--- src/maxout_layer_forward_macros.svh ---
// Assertion macros for the maxout block
`ifndef MAXOUT_LAYER_FORWARD_MACROS_SVH
`define MAXOUT_LAYER_FORWARD_MACROS_SVH
`ifndef SYNTH
`define MLF_ASSERT(label, clk, rst_n, prop, msg) \
    label: assert property (@(posedge clk) disable iff (!rst_n) prop) else $error(msg);
`define MLF_ASSERT_NR(label, clk, prop, msg) \
    label: assert property (@(posedge clk) prop) else $error(msg);
`else
`define MLF_ASSERT(label, clk, rst_n, prop, msg)
`define MLF_ASSERT_NR(label, clk, prop, msg)
`endif
`endif

--- src/mlf_pkg.sv ---
package mlf_pkg;
    localparam int IN_DIM_DEF  = 64;
    localparam int OUT_DIM_DEF = 32;
    localparam int PIECES_DEF  = 4;
    localparam int MAX_ROWS    = 32;
    localparam int ACC_W       = 40;

    localparam logic [1:0] OP_WEIGHT = 2'd0;
    localparam logic [1:0] OP_BIAS   = 2'd1;
    localparam logic [1:0] OP_INPUT  = 2'd2;
    localparam logic [1:0] OP_UNUSED = 2'd3;

    localparam logic [1:0] CFG_IN_LEN  = 2'd0;
    localparam logic [1:0] CFG_OUT_LEN = 2'd1;
    localparam logic [1:0] CFG_PIECES  = 2'd2;

    typedef struct packed {
        logic [1:0]  opcode;
        logic [1:0]  piece;
        logic [4:0]  row;
        logic [5:0]  column;
        logic signed [15:0] value;
        logic        last;
    } t_in_item;

    typedef struct packed {
        logic [4:0]  out_row;
        logic signed [15:0] max_value;
        logic [1:0]  winning_piece;
        logic        final_row;
    } t_out_item;

    // controller to datapath
    typedef struct packed {
        logic load_bias;   // start a piece sum with the bias
        logic mac;         // add one product
        logic piece_done;  // compare the finished piece sum
        logic row_done;    // form the result of the row
    } t_dp_cmd;

    function automatic logic signed [15:0] to_q412(input logic signed [ACC_W-1:0] a);
        logic signed [ACC_W-1:0] t;
        logic signed [ACC_W-13:0] q;
        t = a + ACC_W'(2048);
        q = t[ACC_W-1:12];
        if (q > 32767)       to_q412 = 16'sh7fff;
        else if (q < -32768) to_q412 = 16'sh8000;
        else                 to_q412 = q[15:0];
    endfunction
endpackage

--- src/mlf_ctrl.sv ---
`include "maxout_layer_forward_macros.svh"
module mlf_ctrl #(
    parameter int IN_DIM  = mlf_pkg::IN_DIM_DEF,
    parameter int OUT_DIM = mlf_pkg::OUT_DIM_DEF,
    parameter int PIECES  = mlf_pkg::PIECES_DEF,
    localparam int CW = (IN_DIM > 1) ? $clog2(IN_DIM) : 1,
    localparam int RW = (OUT_DIM > 1) ? $clog2(OUT_DIM) : 1,
    localparam int PW = (PIECES > 1) ? $clog2(PIECES) : 1
) (
    input  logic               i_clk,
    input  logic               i_rst_n,
    input  logic               i_start,
    input  logic [6:0]         i_in_len,
    input  logic [5:0]         i_out_len,
    input  logic [2:0]         i_pieces,
    input  logic               i_out_ready,
    output logic               o_busy,
    output logic               o_out_valid,
    output logic               o_final,
    output logic [RW-1:0]      o_out_row,
    output mlf_pkg::t_dp_cmd   o_cmd,
    output logic [PW-1:0]      o_p,
    output logic [RW-1:0]      o_r,
    output logic [CW-1:0]      o_c
);
    localparam logic [2:0] S_IDLE = 3'd0, S_BIAS = 3'd1, S_LOAD = 3'd2, S_MAC = 3'd3,
                           S_DRAIN = 3'd4, S_CMP = 3'd5, S_ROW = 3'd6;
    localparam int NRMAX = (OUT_DIM < mlf_pkg::MAX_ROWS) ? OUT_DIM : mlf_pkg::MAX_ROWS;

    logic [2:0]  r_st, n_st;
    logic [10:0] r_c;
    logic [6:0]  r_r;
    logic [4:0]  r_p;
    logic [1:0]  r_dr;
    logic [10:0] r_ni;
    logic [6:0]  r_no;
    logic [4:0]  r_np;
    logic        r_ov;
    logic [RW-1:0] r_orow;
    logic        r_ofin;
    logic        last_row;
    logic        slot_free;

    function automatic logic [10:0] clampl(input logic [10:0] v, input logic [10:0] hi);
        if (v == '0)    clampl = 11'd1;
        else if (v > hi) clampl = hi;
        else            clampl = v;
    endfunction

    assign o_c = r_c[CW-1:0];
    assign o_r = r_r[RW-1:0];
    assign o_p = r_p[PW-1:0];
    assign o_busy = (r_st != S_IDLE);
    assign o_out_valid = r_ov;
    assign o_final = r_ofin;
    assign o_out_row = r_orow;
    assign last_row = (r_r + 7'd1 == r_no);
    // the output register takes a new row once empty or being taken
    assign slot_free = !r_ov || i_out_ready;

    always_comb begin
        o_cmd = '0;
        n_st = r_st;
        case (r_st)
            S_IDLE:  if (i_start) n_st = S_BIAS;
            S_BIAS:  n_st = S_LOAD;
            S_LOAD:  begin o_cmd.load_bias = 1'b1; n_st = S_MAC; end
            S_MAC:   begin
                o_cmd.mac = 1'b1;
                if (r_c + 11'd1 == r_ni) n_st = S_DRAIN;
            end
            S_DRAIN: if (r_dr == 2'd3) n_st = S_CMP;
            S_CMP:   begin
                o_cmd.piece_done = 1'b1;
                n_st = (r_p + 5'd1 == r_np) ? S_ROW : S_BIAS;
            end
            S_ROW:   if (slot_free) begin
                o_cmd.row_done = 1'b1;
                n_st = last_row ? S_IDLE : S_BIAS;
            end
            default: n_st = S_IDLE;
        endcase
    end

    always_ff @(posedge i_clk) begin
        if (!i_rst_n) begin
            r_st <= S_IDLE;
            r_c <= '0; r_r <= '0; r_p <= '0; r_dr <= '0;
            r_ni <= 11'd1; r_no <= 7'd1; r_np <= 5'd1;
            r_ov <= 1'b0; r_orow <= '0; r_ofin <= 1'b0;
        end else begin
            r_st <= n_st;
            if (r_st == S_ROW && slot_free) begin
                r_ov   <= 1'b1;
                r_orow <= r_r[RW-1:0];
                r_ofin <= last_row;
            end else if (i_out_ready) begin
                r_ov <= 1'b0;
            end
            case (r_st)
                S_IDLE: begin
                    r_ni <= clampl(11'(i_in_len), 11'(IN_DIM));
                    r_no <= 7'(clampl(11'(i_out_len), 11'(NRMAX)));
                    r_np <= 5'(clampl(11'(i_pieces), 11'(PIECES)));
                    r_r <= '0; r_p <= '0; r_c <= '0;
                end
                S_MAC: begin
                    r_c <= r_c + 11'd1;
                    r_dr <= '0;
                end
                S_DRAIN: r_dr <= r_dr + 2'd1;
                S_CMP: begin
                    r_c <= '0;
                    if (r_p + 5'd1 != r_np) r_p <= r_p + 5'd1;
                end
                S_ROW: if (slot_free) begin
                    r_p <= '0;
                    r_r <= r_r + 7'd1;
                end
                default: ;
            endcase
        end
    end

    `MLF_ASSERT(a_row_bound, i_clk, i_rst_n, o_busy |-> r_r < r_no, "row past length")
    `MLF_ASSERT(a_out_hold, i_clk, i_rst_n, o_out_valid && !i_out_ready |=> o_out_valid,
        "result dropped under stall")
    `MLF_ASSERT(a_col_bound, i_clk, i_rst_n, o_cmd.mac |-> r_c < r_ni, "column past length")
endmodule

--- config.mk ---
export PLATFORM = sky130hd
export DESIGN_NAME = mlf_ctrl
export DESIGN_NICKNAME = d
export VERILOG_FILES = /design/src/mlf_pkg.sv /design/src/mlf_ctrl.sv
export VERILOG_INCLUDE_DIRS = /design/src /design/src/src
export SDC_FILE = /design/constraint.sdc
export NUM_CORES = 1
export LEC_CHECK = 0
export BUFFER_PORTS_ARGS = -buffer_cell sky130_fd_sc_hd__buf_2
export CORE_ASPECT_RATIO = 0.7
export CORE_MARGIN = 8
export CORE_UTILIZATION = 40
export DETAILED_ROUTE_END_ITERATION = 10
export SETUP_SLACK_MARGIN = 0.5
export SYNTH_ARGS = -nofsm -noshare
export SYNTH_HDL_FRONTEND = slang
export SYNTH_SLANG_ARGS = --single-unit
--- constraint.sdc ---
create_clock -name i_clk -period 3.9 [get_ports i_clk]
set_clock_uncertainty 0.15 [all_clocks]
set_input_delay 0.78 -clock i_clk [delete_from_list [all_inputs] [get_ports i_clk]]
set_output_delay 0.78 -clock i_clk [all_outputs]
set_load 0.02 [all_outputs]
Word level (Yosys, flattened, before mapping)
Index checks and enable logic that the tools add are counted.
{"block": "totals", "ram_bits": 0, "reg_bits": 58, "in_bits": 20, "n_memories": 0, "mem_bits_ro": 0, "elab_cells": 78, "output_inout_bits": 25, "latch_bits": 0}
{"block": "op_classes", "multipliers": 0, "n_div": 0, "n_eq_ne": 16, "bitwise_logic": 0, "n_addsub": 4, "shifts": 0, "muxes": 27, "n_reduce_logical": 17, "n_lt_le_gt_ge": 3}
{"cell": "11-bit case mux with 2 select lines", "count": 1}
{"cell": "3-bit 2-to-1 mux", "count": 7}
{"cell": "7-bit 2-to-1 mux", "count": 3}
{"cell": "3-bit case mux with 7 select lines", "count": 1}
{"cell": "5-bit case mux with 3 select lines", "count": 1}
{"cell": "7-bit case mux with 2 select lines", "count": 1}
{"cell": "6-bit 2-to-1 mux", "count": 2}
{"cell": "11-bit by 1-bit adder with 11-bit output, second input constant", "count": 1}
{"cell": "11-bit equality test", "count": 1}
{"cell": "5-bit 2-to-1 mux", "count": 2}
{"cell": "2-bit inequality test, second input constant", "count": 5}
{"cell": "3-bit equality test, second input constant", "count": 3}
{"cell": "1-bit 2-to-1 mux", "count": 8}
{"cell": "2-bit nonzero test", "count": 4}
{"cell": "7-bit by 1-bit adder with 7-bit output, second input constant", "count": 1}
{"cell": "7-bit equality test", "count": 1}
{"cell": "7-bit greater-than comparator, second input constant", "count": 1}
{"cell": "7-bit zero test", "count": 1}
{"cell": "3-bit by 2-bit equality test with 1-bit output, second input constant", "count": 2}
{"cell": "6-bit greater-than comparator, second input constant", "count": 1}
{"cell": "3-bit zero test", "count": 2}
{"cell": "6-bit zero test", "count": 1}
{"cell": "3-bit nonzero test", "count": 2}
{"cell": "5-bit by 1-bit adder with 5-bit output, second input constant", "count": 1}
{"cell": "14 further kinds", "count": 14}

Depth between registers and ports, before layout
{"block": "depth", "ltp_word": 5, "ltp_mapped": 8}

Least setup slack after synthesis
OpenSTA, ideal clock, no wires.
{"block": "synth_timing", "path_type": "in2out", "from": "input port i_out_ready", "to": "output port o_cmd[0] (netlist bit)", "setup_slack_ps": 1378, "path_stages": 4, "t_required_ps": 2970, "arrival_ps": 1592, "path_cell_list": "nand2b_1 -> nand3_1 -> inv_1 -> clkbuf_1"}
{"item": "from (decl)", "line_no": "mlf_ctrl.sv:16", "rtl": "input logic i_out_ready,"}
{"item": "to (decl)", "line_no": "mlf_ctrl.sv:21", "rtl": "output mlf_pkg::t_dp_cmd o_cmd,"}

==> summary.md <==
| Metric | Value |
|---|---|
| Status | completed |
| Clock-pin slew on the worst setup and hold paths | roughly 0.1 ns |
| Final hold violation count | 0 |
| Non-Filler Instances | 495 |
| Peak VDD IR | about 0.00018 V |
| Worst Reg2Reg Path Length in Cells | 8 |
| Origin of the critical flop-to-flop path | r_st[0] |
| Number of sinks on the clock net | 51 |
| Hold Path Class | register to register |
| Post-route setup TNS | 0 ns |
| Top post-synthesis cells by area | dfxtp_1 (35%), a21oi_1 (8.5%), nand2_1 (6.3%), xnor2_1 (5.1%), nand3_1 (4.1%) |
| Hold path start | o_out_row[4] |
| Vias/cell | roughly 5.4 |
| Gr ovfl total | 0 |
| Sequential area share after synthesis | 34.72% |
| Count of hold-fix buffers inserted at cts | 0 |
| # rows | 26 |
| CP required | between 2 and 3 ns |
| Number of global-route vias before repair | 2390 |
| Antenna diode instance count | 0 |
| PwrDens | 432.2 nW/um^2 |
| WHS Path Cells | 2 |
| DR vias | 2659 |
| Largest net degree at the start of global routing | 28 |
| Post-synthesis async set-or-reset flop share | 0% |
| Area leader, netlist | dfxtp_1 |
| Synth cell types | 52 |
| # nets final | 420 |
| Synth Area in Compound Gates | approximately a fifth |
| Share of layout cells above drive strength 1 | between 10% and 20% |
| Syn_nets | 400 |
| Synth Register Bits | 51 |
| PortBufs | between 40 and 50 |
| End-of-flow core utilization | between 40% and 50% |
| Max Fclk | 325.3 MHz |
| Die W | 118.5 um |
| Die Area | slightly above 10000 sq um |
| DRT antenna net count | 0 |
| Mux contribution to synthesized area | between 1 and 1.5% |
| Initial drt markers | around 220 |
| DR WL/cell | ~15 um |
| Initial Utilization | approximately 40% |
| Crit share post-route | about four fifths |
| Final setup violation count | 0 |
| Post-CTS sizing | 0 |
| Mean post-synth cell area | approximately 7.8 sq um |
| Largest family of logic cells by synthesized area | simple AND/OR/NAND/NOR gates |
| Leak pwr | between 1 and 1.5 nW |
| Area share of the largest cell type after synthesis | between 30% and 40% |
| Type of origin of the critical path | register |
| Routability Congestion | around 0.82 |
| Max Root-Sink Buffers | 2 |
| Fin Hold WS | 0.3049 ns |
| Slew @ Worst Pin | between 0.8 and 0.9 ns |
| WS Path Type | register to output pin |
| First-pass GRT wire length | between 10000 and 15000 um |
| Simple-gate portion of the synthesized area | around a quarter |
| Max-cap violations | 0 |
| Area of the multi-input gates | ~1600 sq um |
| DRC | 0 |
| Final Max Tran Viols | 0 |
| Synth top cells by count | dfxtp_1 (51), a21oi_1 (50), nand2_1 (49), nor2_1 (27), nand3_1 (24) |
| Reg2reg setup slack | between 1 and 1.5 ns |
| CORE AREA | between 7000 and 8000 sq um |
| Hold Path End | o_out_row[4] |
| RSZ-0062 raised after global routing | false |
| Area growth syn-to-layout | 8.000% |
| CTS tree | yes |
| Clock latency on the worst-skew pair | between 0.3 and 0.4 ns |
| H-tree depth | 2 |
| Detailed Route WL | around 7300 um |
| Initial antenna violation count | 0 |
| Setup crit start | r_st[2] |
| Post-synth EDFFs | 0 |
| Area of all sequential standard cells | between 1000 and 1500 sq um |
| Reg-to-Reg End | r_p[0] |
| Synth Area in Adders | about 1.7% |
| Post-DP HPWL | roughly 5400 um |
| XOR/XNOR Fraction of Synth Area | under 10% |
| IO Pins | 45 |
| CP arrival | between 2 and 2.5 ns |
| Most frequent cell after synthesis | dfxtp_1 |
| Synthesized area | between 2000 and 3000 sq um |
| Total Routing Usage GR | between 10% and 20% |
| Tmin final | roughly 3 ns |
| CTS buffer count | 5 |
| Root buf cell | clkbuf_8 |
| Die height | roughly 88 um |
| Yosys warning total | 0 |
| Placed insts | 487 |
| Post-synth top flop | dfxtp_1 |
| Postcts setup bufs | 0 |
| Slew margin rel. | between 40% and 50% |
| Synth Instances | about 380 |
| Crit path max fanout | 17 |
| # fillers | 792 |
| Drt pass-1 iters | 4 |
| Crit end category | output pin |
through the flow:
step                total power [mW]  setup slack [ns]  area [sq um]
CTS                            1.382            0.8453          3176
detailed placement             1.039            0.9839          3072
floorplan                     0.9421             1.378          2940
global placement               1.033             1.059          3072
global route                   1.463            0.6860          3176
finish                         1.373            0.8255          3176
where the power goes:
part           switching (mW)  internal, mW
Clock                   0.183         0.162
Combinational           0.269         0.148
Sequential             0.0488         0.562
Total                   0.501         0.871
layout make-up:
type / instances / share of cell area (%)
Clock buffer: 7 / 3.034
Clock inverter: 1 / 0.2364
Inverter: 9 / 1.064
Multi-Input combinational cell: 281 / 51.77
Sequential cell: 51 / 32.15
Tap cell: 98 / 3.861
Timing Repair Buffer: 48 / 7.880
placed cells by master (no fill, tap or decap), drive strengths merged, types with 5 or more instances in the layout:
cell / synthesis / routed
xor2: 7 / 7
nor2: 27 / 27
xnor2: 17 / 17
nand3: 24 / 24
clkbuf: 16 / 7
nand2b: 5 / 5
inv: 9 / 9
nor3: 6 / 6
dfxtp: 51 / 51
or3: 5 / 5
o21ai: 18 / 18
nand2: 49 / 49
buf: 19 / 48
nand3b: 12 / 12
and3: 5 / 5
a31oi: 7 / 7
a21oi: 50 / 50
worst max-delay path by stage:
stage / to / slack, ns
after global routing: o_cmd[0] / 0.69
after CTS: o_cmd[0] / 0.85
after global placement: r_p[0] / 1.06
after floorplan: o_cmd[0] / 1.38
final: o_cmd[0] / 0.83
after detailed placement: r_p[0] / 0.98
per-layer routing:
layer  up-vias  routed length [um]  GRT usage (%)
li1       1361                   -              -
met1      1231                3970          21.46
met2        63                2904          19.59
met3         4                 401          3.542
met4         0                  48          3.771
met5         -                   0              0
worst max-delay path, cell delays in order, from the launching register on:
cell	delay, ns
dfxtp_1	0.67
nor2b_1	0.34
nand3_1	0.11
buf_4	0.20
inv_1	0.28
buf_2	0.24
cell families (layout without fill, tap and decap cells):
group | after synthesis | count (layout)
AND/OR/NAND/NOR | 151 | 151
adder cells (fa/ha/maj) | 4 | 4
flip-flops | 51 | 51
AO/OA/AOI/OAI | 99 | 99
multiplexers | 3 | 3
XOR/XNOR | 24 | 24
buffers and inverters | 44 | 65
registers in the layout, indices dropped and copies added (netlist names):
name	cells
r_np	3
o_out_row	5
o_final	1
r_c	11
r_dr	2
r_no	6
r_st	3
r_p	5
r_r	7
r_ni	7
o_out_valid	1
Power figures use the tool's default switching activity.
